==> src/design/mqts_pkg.sv <==
`timescale 1ns / 1ps
`default_nettype none
// Shared types and codes for the message queue with target search.
// No dependencies; every other file of the block uses this package.
package mqts_pkg;

  localparam int IDX_W = 8;
  localparam int CNT_W_MAX = 9;
  localparam int SCAN_W = 8;

  localparam logic [1:0] ACT_ENQ = 2'd0;
  localparam logic [1:0] ACT_DEQ = 2'd1;
  localparam logic [1:0] ACT_FIND = 2'd2;
  localparam logic [1:0] ACT_REMOVE = 2'd3;

  localparam logic [1:0] ST_OK = 2'd0;
  localparam logic [1:0] ST_MISS = 2'd1;
  localparam logic [1:0] ST_FULL = 2'd2;

  localparam logic [1:0] CELL_HOLD = 2'd0;
  localparam logic [1:0] CELL_LOAD = 2'd1;
  localparam logic [1:0] CELL_SHIFT = 2'd2;

  typedef struct packed {
    logic [1:0]  action;
    logic [31:0] target_pid;
    logic [31:0] message_handle;
    logic [3:0]  position;
  } req_word_t;

  typedef struct packed {
    logic [1:0]  status;
    logic [31:0] out_handle;
    logic [31:0] out_pid;
    logic [3:0]  found_position;
    logic [4:0]  entry_count;
    logic        is_empty;
  } rsp_word_t;

  typedef struct packed {
    logic [1:0]       op;
    logic [IDX_W-1:0] sel;
  } cell_cmd_t;

endpackage
`default_nettype wire

==> src/design/mqts_if.sv <==
`timescale 1ns / 1ps
`default_nettype none
// Valid/ready channels for request and response words of the queue.
// Depends on mqts_pkg for the word types.
interface mqts_req_if;
  logic valid;
  logic ready;
  mqts_pkg::req_word_t word;
  modport source (output valid, output word, input ready);
  modport sink (input valid, input word, output ready);
endinterface

interface mqts_rsp_if;
  logic valid;
  logic ready;
  mqts_pkg::rsp_word_t word;
  modport source (output valid, output word, input ready);
  modport sink (input valid, input word, output ready);
endinterface
`default_nettype wire

==> src/design/message_queue_with_target_search_unit.sv <==
`timescale 1ns / 1ps
`default_nettype none
// Enqueue, dequeue and remove give their response word in the cycle after acceptance,
// and a new request is taken every cycle while no find is scanning and the response
// register drains. Find compares the cell row in the accept cycle, then the match
// vector is scanned eight cells per cycle until the first match or the last group.
// Reset clears the entry count and the handshake state; entry storage is not reset.
module message_queue_with_target_search_unit #(
  parameter int DEPTH = 16
) (
  input  wire logic clk,
  input  wire logic rst,
  mqts_req_if.sink  req,
  mqts_rsp_if.source rsp
);
  import mqts_pkg::*;

  localparam int CW = $clog2(DEPTH + 1);
  localparam int IW = $clog2(DEPTH);
  localparam int NCHUNK = (DEPTH + SCAN_W - 1) / SCAN_W;
  localparam int PAD_W = NCHUNK * SCAN_W;
  localparam int CHW = (NCHUNK > 1) ? $clog2(NCHUNK) : 1;
  localparam logic S_IDLE = 1'b0;
  localparam logic S_SCAN = 1'b1;

  logic            state;
  logic            state_next;
  logic [CW-1:0]   count;
  logic [CW-1:0]   count_next;
  logic            out_valid;
  rsp_word_t       out_word;
  rsp_word_t       out_word_next;
  logic            out_load;
  logic [PAD_W-1:0] match_q;
  logic [PAD_W-1:0] match_next;
  logic [CHW-1:0]  chunk_cnt;
  logic [CHW-1:0]  chunk_cnt_next;

  cell_cmd_t       cmd;
  logic [31:0]     cell_pid [DEPTH];
  logic [31:0]     cell_handle [DEPTH];
  logic [DEPTH-1:0] cell_match;
  logic [PAD_W-1:0] live_match;

  logic            out_free;
  logic            accept;
  logic [IDX_W-1:0] pos_ext;
  logic [IW-1:0]   pos_idx;
  logic [CNT_W_MAX-1:0] count_wide;
  logic [CNT_W_MAX-1:0] count_next_wide;
  logic            full;
  logic            pos_ok;
  logic            hit;
  logic [2:0]      hit_idx;
  logic [CHW+2:0]  found_full;

  assign out_free = !out_valid || rsp.ready;
  assign req.ready = (state == S_IDLE) && out_free;
  assign accept = req.valid && req.ready;
  assign rsp.valid = out_valid;
  assign rsp.word = out_word;

  assign pos_ext = IDX_W'(req.word.position);
  assign pos_idx = pos_ext[IW-1:0];
  assign count_wide = CNT_W_MAX'(count);
  assign count_next_wide = CNT_W_MAX'(count_next);
  assign full = (count == CW'(DEPTH));
  assign pos_ok = (CNT_W_MAX'(req.word.position) < count_wide);

  genvar g;
  generate
    for (g = 0; g < DEPTH; g++) begin : g_cell
      if (g == DEPTH - 1) begin : g_last
        mqts_cell #(.INDEX(g)) u_cell (
          .clk(clk), .cmd(cmd),
          .in_pid(req.word.target_pid), .in_handle(req.word.message_handle),
          .nxt_pid(cell_pid[g]), .nxt_handle(cell_handle[g]),
          .key(req.word.target_pid),
          .pid(cell_pid[g]), .handle(cell_handle[g]), .match(cell_match[g])
        );
      end else begin : g_mid
        mqts_cell #(.INDEX(g)) u_cell (
          .clk(clk), .cmd(cmd),
          .in_pid(req.word.target_pid), .in_handle(req.word.message_handle),
          .nxt_pid(cell_pid[g+1]), .nxt_handle(cell_handle[g+1]),
          .key(req.word.target_pid),
          .pid(cell_pid[g]), .handle(cell_handle[g]), .match(cell_match[g])
        );
      end
      assign live_match[g] = cell_match[g] && (CW'(g) < count);
    end
    for (g = DEPTH; g < PAD_W; g++) begin : g_pad
      assign live_match[g] = 1'b0;
    end
  endgenerate

  always_comb begin
    hit = 1'b0;
    hit_idx = 3'd0;
    for (int i = SCAN_W - 1; i >= 0; i--) begin
      if (match_q[i]) begin
        hit = 1'b1;
        hit_idx = 3'(i);
      end
    end
  end

  assign found_full = {chunk_cnt, hit_idx};

  always_comb begin
    state_next = state;
    count_next = count;
    out_load = 1'b0;
    match_next = match_q;
    chunk_cnt_next = chunk_cnt;
    cmd.op = CELL_HOLD;
    cmd.sel = '0;
    out_word_next = out_word;
    out_word_next.status = ST_OK;
    out_word_next.out_handle = '0;
    out_word_next.out_pid = '0;
    out_word_next.found_position = '0;

    if (state == S_IDLE) begin
      if (accept) begin
        case (req.word.action)
          ACT_ENQ: begin
            out_load = 1'b1;
            if (full) begin
              out_word_next.status = ST_FULL;
            end else begin
              cmd.op = CELL_LOAD;
              cmd.sel = count_wide[IDX_W-1:0];
              count_next = count + CW'(1);
            end
          end
          ACT_DEQ: begin
            out_load = 1'b1;
            if (count == '0) begin
              out_word_next.status = ST_MISS;
            end else begin
              cmd.op = CELL_SHIFT;
              cmd.sel = '0;
              out_word_next.out_handle = cell_handle[0];
              out_word_next.out_pid = cell_pid[0];
              count_next = count - CW'(1);
            end
          end
          ACT_FIND: begin
            match_next = live_match;
            chunk_cnt_next = '0;
            state_next = S_SCAN;
          end
          ACT_REMOVE: begin
            out_load = 1'b1;
            if (!pos_ok) begin
              out_word_next.status = ST_MISS;
            end else begin
              cmd.op = CELL_SHIFT;
              cmd.sel = pos_ext;
              out_word_next.out_handle = cell_handle[pos_idx];
              out_word_next.out_pid = cell_pid[pos_idx];
              count_next = count - CW'(1);
            end
          end
          default: begin
            out_load = 1'b0;
          end
        endcase
      end
    end else begin
      if (hit || chunk_cnt == CHW'(NCHUNK - 1)) begin
        if (out_free) begin
          out_load = 1'b1;
          state_next = S_IDLE;
          if (hit) begin
            out_word_next.found_position = found_full[3:0];
          end else begin
            out_word_next.status = ST_MISS;
          end
        end
      end else begin
        match_next = match_q >> SCAN_W;
        chunk_cnt_next = chunk_cnt + CHW'(1);
      end
    end

    out_word_next.entry_count = count_next_wide[4:0];
    out_word_next.is_empty = (count_next == '0);
  end

  always_ff @(posedge clk) begin
    if (rst) begin
      state <= S_IDLE;
      count <= '0;
      out_valid <= 1'b0;
    end else begin
      state <= state_next;
      count <= count_next;
      if (out_load) begin
        out_valid <= 1'b1;
      end else if (rsp.ready) begin
        out_valid <= 1'b0;
      end
    end
  end

  always_ff @(posedge clk) begin
    match_q <= match_next;
    chunk_cnt <= chunk_cnt_next;
    if (out_load) begin
      out_word <= out_word_next;
    end
  end

endmodule
`default_nettype wire

==> src/design/mqts_cell.sv <==
`timescale 1ns / 1ps
`default_nettype none
// One queue slot: holds a target id and a message handle, loads a new entry
// or takes its neighbor's entry when the row closes a gap. Uses mqts_pkg.
module mqts_cell #(
  parameter int INDEX = 0
) (
  input  wire logic                 clk,
  input  wire mqts_pkg::cell_cmd_t  cmd,
  input  wire logic [31:0]          in_pid,
  input  wire logic [31:0]          in_handle,
  input  wire logic [31:0]          nxt_pid,
  input  wire logic [31:0]          nxt_handle,
  input  wire logic [31:0]          key,
  output logic [31:0]               pid,
  output logic [31:0]               handle,
  output logic                      match
);
  import mqts_pkg::*;

  logic at_sel;
  logic above_sel;

  assign at_sel = (cmd.sel == IDX_W'(INDEX));
  assign above_sel = (IDX_W'(INDEX) >= cmd.sel);
  assign match = (pid == key);

  always_ff @(posedge clk) begin
    if (cmd.op == CELL_LOAD && at_sel) begin
      pid <= in_pid;
      handle <= in_handle;
    end else if (cmd.op == CELL_SHIFT && above_sel) begin
      pid <= nxt_pid;
      handle <= nxt_handle;
    end
  end

endmodule
`default_nettype wire

==> src/flat_wrapper.sv <==
// flat-port wrapper written by rule: the top's interface ports become plain ports
module message_queue_with_target_search_unit_flat import mqts_pkg::*;
#(
  parameter int DEPTH = 16
)
  (clk, rst, req_valid, req_word, req_ready, rsp_valid, rsp_word, rsp_ready);
  mqts_req_if req_i ();
  mqts_rsp_if rsp_i ();
  input  wire logic clk;
  input  wire logic rst;
  input wire logic [$bits(req_i.valid)-1:0] req_valid;
  input wire logic [$bits(req_i.word)-1:0] req_word;
  output wire logic [$bits(req_i.ready)-1:0] req_ready;
  output wire logic [$bits(rsp_i.valid)-1:0] rsp_valid;
  output wire logic [$bits(rsp_i.word)-1:0] rsp_word;
  input wire logic [$bits(rsp_i.ready)-1:0] rsp_ready;
  assign req_i.valid = req_valid;
  assign req_i.word = req_word;
  assign req_ready = req_i.ready;
  assign rsp_valid = rsp_i.valid;
  assign rsp_word = rsp_i.word;
  assign rsp_i.ready = rsp_ready;
  message_queue_with_target_search_unit #(.DEPTH(DEPTH)) u_core (.clk(clk), .rst(rst), .req(req_i), .rsp(rsp_i));
endmodule
==> config.mk <==
export PLATFORM = sky130hd
export DESIGN_NAME = message_queue_with_target_search_unit_flat
export DESIGN_NICKNAME = d
export VERILOG_FILES = /design/src/design/mqts_pkg.sv /design/src/design/mqts_if.sv /design/src/design/message_queue_with_target_search_unit.sv /design/src/design/mqts_cell.sv /design/src/flat_wrapper.sv
export SDC_FILE = /design/constraint.sdc
export NUM_CORES = 2
export LEC_CHECK = 0
export BUFFER_PORTS_ARGS = -buffer_cell sky130_fd_sc_hd__buf_2
export CORE_ASPECT_RATIO = 1.25
export CORE_UTILIZATION = 45
export CTS_BUF_LIST = sky130_fd_sc_hd__clkbuf_4 sky130_fd_sc_hd__clkbuf_8
export CTS_CLUSTER_DIAMETER = 200
export DETAILED_ROUTE_END_ITERATION = 6
export PLACE_DENSITY = 0.64
export SLEW_MARGIN = 20
export SYNTH_ARGS = -nofsm -noshare
export SYNTH_HDL_FRONTEND = slang
export SYNTH_SLANG_ARGS = --single-unit
==> constraint.sdc <==
create_clock -name clk -period 19.15 [get_ports clk]
set_input_delay 0.9575 -clock clk [delete_from_list [all_inputs] [get_ports clk]]
set_output_delay 0.9575 -clock clk [all_outputs]
set_load 0.02 [all_outputs]
==> metrics.cfg <==
[clock_network]
cts.hold.buffers_added = 0
clock_sink_total = 1124
cts_post_setup_buffers_inserted = 0
post_cts.resized_instances = 0
cts_buffers = 186
max-clock-path-buffers = 3
clock-root-buffer = sky130_fd_sc_hd__clkbuf_8
worst_setup_hold_path_clk_slew_ps = 60
clk-insertion-delay-late_ps = 950
tritoncts = yes
level_count_of_the_clock_h_tree = 4

[die]
die_height_um = 414
ios = 152
core_region_area_um2 = 134000
starting_density_of_the_core_pct = 45.5
die-area_um2 = 137000
die-width_um = 332
rows = 150

[global_routing]
first_global_vias = 37000
antenna_violations_before_repair = 27
grt_first_pass_wirelength_mm = 278
gr_ovfl_total = 0
groute.usage.overall_pct = 28.6
grt_max_degree = 105

[final_layout]
areaGrowthSynthToFinish_pct = 9.68
finalNetCount = 3975
stdcell_area_um2 = 67000
drive_above_1_share_pct = 43.8
utilization_pct = 49.9

[routing]
avgRoutedWirePerCell_um = 34.1
dr_total_vias = 36700
drtAntennaViolNets = 0
firstDrtPassIters = 5
postRouteWirelength_mm = 197
vias_per_instance = 6.33
remaining_drc_errors = 0
detailedRoute.firstIterationViolations = 3923

[worst_setup_path]
worst-r2r-setup-slack_ps = 12540
crit_buf_inv = 5
cp-start-kind = flip-flop
path_cells = inv_1 > ha_1 > nand2_1 > o21ai_2 > o21ai_4 > buf_4 > buf_4 > a22oi_2 > nand4_1 > a211oi_4 > buf_4 > buf_4
worstSetupEndpointType = flip-flop
worst_path_max_delay_cell = sky130_fd_sc_hd__a22oi_2
critical-path-top-cell-by-count = sky130_fd_sc_hd__buf_4
timing.critical_path.arrival_ps = 7170
worstPathMaxFanout = 37
critical_path.top_delay_family = compound AO/OA/AOI/OAI gates
timing.critical_path.required_ps = 19710
cpPeakStageDelay_ps = 980
timing.setup.critical_path_class = reg2reg

[synthesis]
synth_top_area_cell = sky130_fd_sc_hd__edfxtp_1
dominant_register_cell_in_the_synthesized_netlist = sky130_fd_sc_hd__edfxtp_1
post_synth_main_area_contributors = sky130_fd_sc_hd__edfxtp_1, sky130_fd_sc_hd__mux2_2, sky130_fd_sc_hd__mux4_2
seq_cells_post_synth = 1124
postSynthNetCount = 3904
synth.cell_area_um2 = 61100
syn_inst = 3822
synthMostInstantiatedCell = sky130_fd_sc_hd__edfxtp_1
netlist.area_leader.share_pct = 54.9
yosysWarnings = 0
asyncSetResetFlopFracSynth_pct = 0
ys_types = 63
synth_enable_flop_cells = 1117
syn-mean-instance-area_um2 = 16.0
synth_sequential_area_ratio_pct = 55.1
top_cell_types_by_occurrence_after_synthesis = sky130_fd_sc_hd__edfxtp_1, sky130_fd_sc_hd__mux2_2, sky130_fd_sc_hd__mux4_2, sky130_fd_sc_hd__xnor2_1, sky130_fd_sc_hd__xor2_1

[power]
cellLeakagePower_nw = 21.7
power_per_cell_area_nw_per_um2 = 85.1
vdd_drop_max_v = 0.0000547

[place]
gp_congestion = 0.946
hpwl_mm = 131
port_buffers = 151
detailed_place.area_um2 = 63400

[timing]
final.setup.tns_ps = 0
achievable-frequency_ghz = 0.151
timing.slew.headroom_pct = 18.8
worst_slew_pin_slew_ps = 1210
maxSlewViolCount = 0
final-hold-violation-count = 0
rsz0062_at_grt = false
period_minus_slack_ps = 6610
clock_skew_ps = 57.6
setup-violations-final = 0
timing.final.crit_share_pct = 34.5

[min_path]
hold_path_class = in2reg

[status]
outcome = completed

[flow_run]
maximum_capacitance_violations = 0

==> per-layer routing <==
metal | routed length, µm | share of wire [%] | GRT usage, %
met4 | 11900 | 6.0 | 16.2
met3 | 12000 | 6.1 | 4.65
met2 | 97800 | 50 | 48.3
met1 | 75400 | 38 | 35.0
met5 | 126 | 0.064 | 0
==> flip-flops by register name, summed over array words and instances (netlist names) <==
name / cells
u_core.chunk_cnt: 1
u_core.count: 5
u_core.g_cell.g_last.u_cell.handle: 32
u_core.g_cell.g_last.u_cell.pid: 32
u_core.g_cell.g_mid.u_cell.handle: 480
u_core.g_cell.g_mid.u_cell.pid: 480
u_core.match_q: 16
u_core.rsp.valid: 1
u_core.rsp.word: 76
u_core.state: 1
==> worst paths after layout <==
check	depth (start not counted)	from	to
setup / recovery	12	u_core.count[1]	u_core.g_cell[2].g_mid.u_cell.pid[2]
hold reg to reg	1	u_core.match_q[8]	u_core.match_q[0]
hold / removal	2	rst	u_core.rsp.valid
setup reg to reg	12	u_core.count[1]	u_core.g_cell[2].g_mid.u_cell.pid[2]
==> power breakdown <==
group | internal, mW | switching [mW] | leakage, nW
Clock | 1.07 | 1.03 | 1.84
Sequential | 2.83 | 0.0691 | 10.3
Combinational | 0.260 | 0.440 | 9.54
==> cells by family after synthesis <==
group           count (synthesis)  share of synthesized area, %
fa+ha+maj                       8                         0.164
xor+xnor                      510                          7.31
flops                        1124                          55.1
compound gates                152                          1.84
mux                          1281                          29.5
simple gates                  362                          3.34
buf+inv                       385                          2.70
==> placed cells by master (no fill, tap or decap), types with 30 or more instances in the layout <==
master and count:
sky130_fd_sc_hd__nand2_1 30, sky130_fd_sc_hd__edfxtp_1 1117, sky130_fd_sc_hd__clkbuf_8 190, sky130_fd_sc_hd__nand4_1 89, sky130_fd_sc_hd__buf_2 147, sky130_fd_sc_hd__xnor2_1 288
sky130_fd_sc_hd__clkbuf_4 64, sky130_fd_sc_hd__mux4_2 320, sky130_fd_sc_hd__clkinv_1 54, sky130_fd_sc_hd__nor2_1 81, sky130_fd_sc_hd__mux2_1 81, sky130_fd_sc_hd__buf_4 100
sky130_fd_sc_hd__xor2_1 222, sky130_fd_sc_hd__nor4_1 75, sky130_fd_sc_hd__mux2_2 878, sky130_fd_sc_hd__a22oi_1 64
==> layout make-up <==
cell class,instances,area (µm²)
Sequential cell,1124,33700
Inverter,15,56.3
Timing Repair Buffer,253,1580
Antenna cell,4,10.0
Multi-Input combinational cell,2313,26000
Clock inverter,78,425
Fill cell,11400,67200
Tap cell,1748,2190
Clock buffer,254,3100
==> stage by stage <==
| step | power (mW) | hold slack (ps) | setup WS (ps) | cells |
|---|---|---|---|---|
| floorplan | 3.38 | 500 | 5950 | 3822 |
| global placement | 3.64 | 517 | 12060 | 5452 |
| detailed placement | 3.65 | 524 | 12020 | 5452 |
| CTS | 5.74 | 285 | 12550 | 5784 |
| global route | 5.86 | 321 | 12280 | 5787 |
| finish | 5.70 | 361 | 12540 | 5789 |
Power figures use the tool's default switching activity.
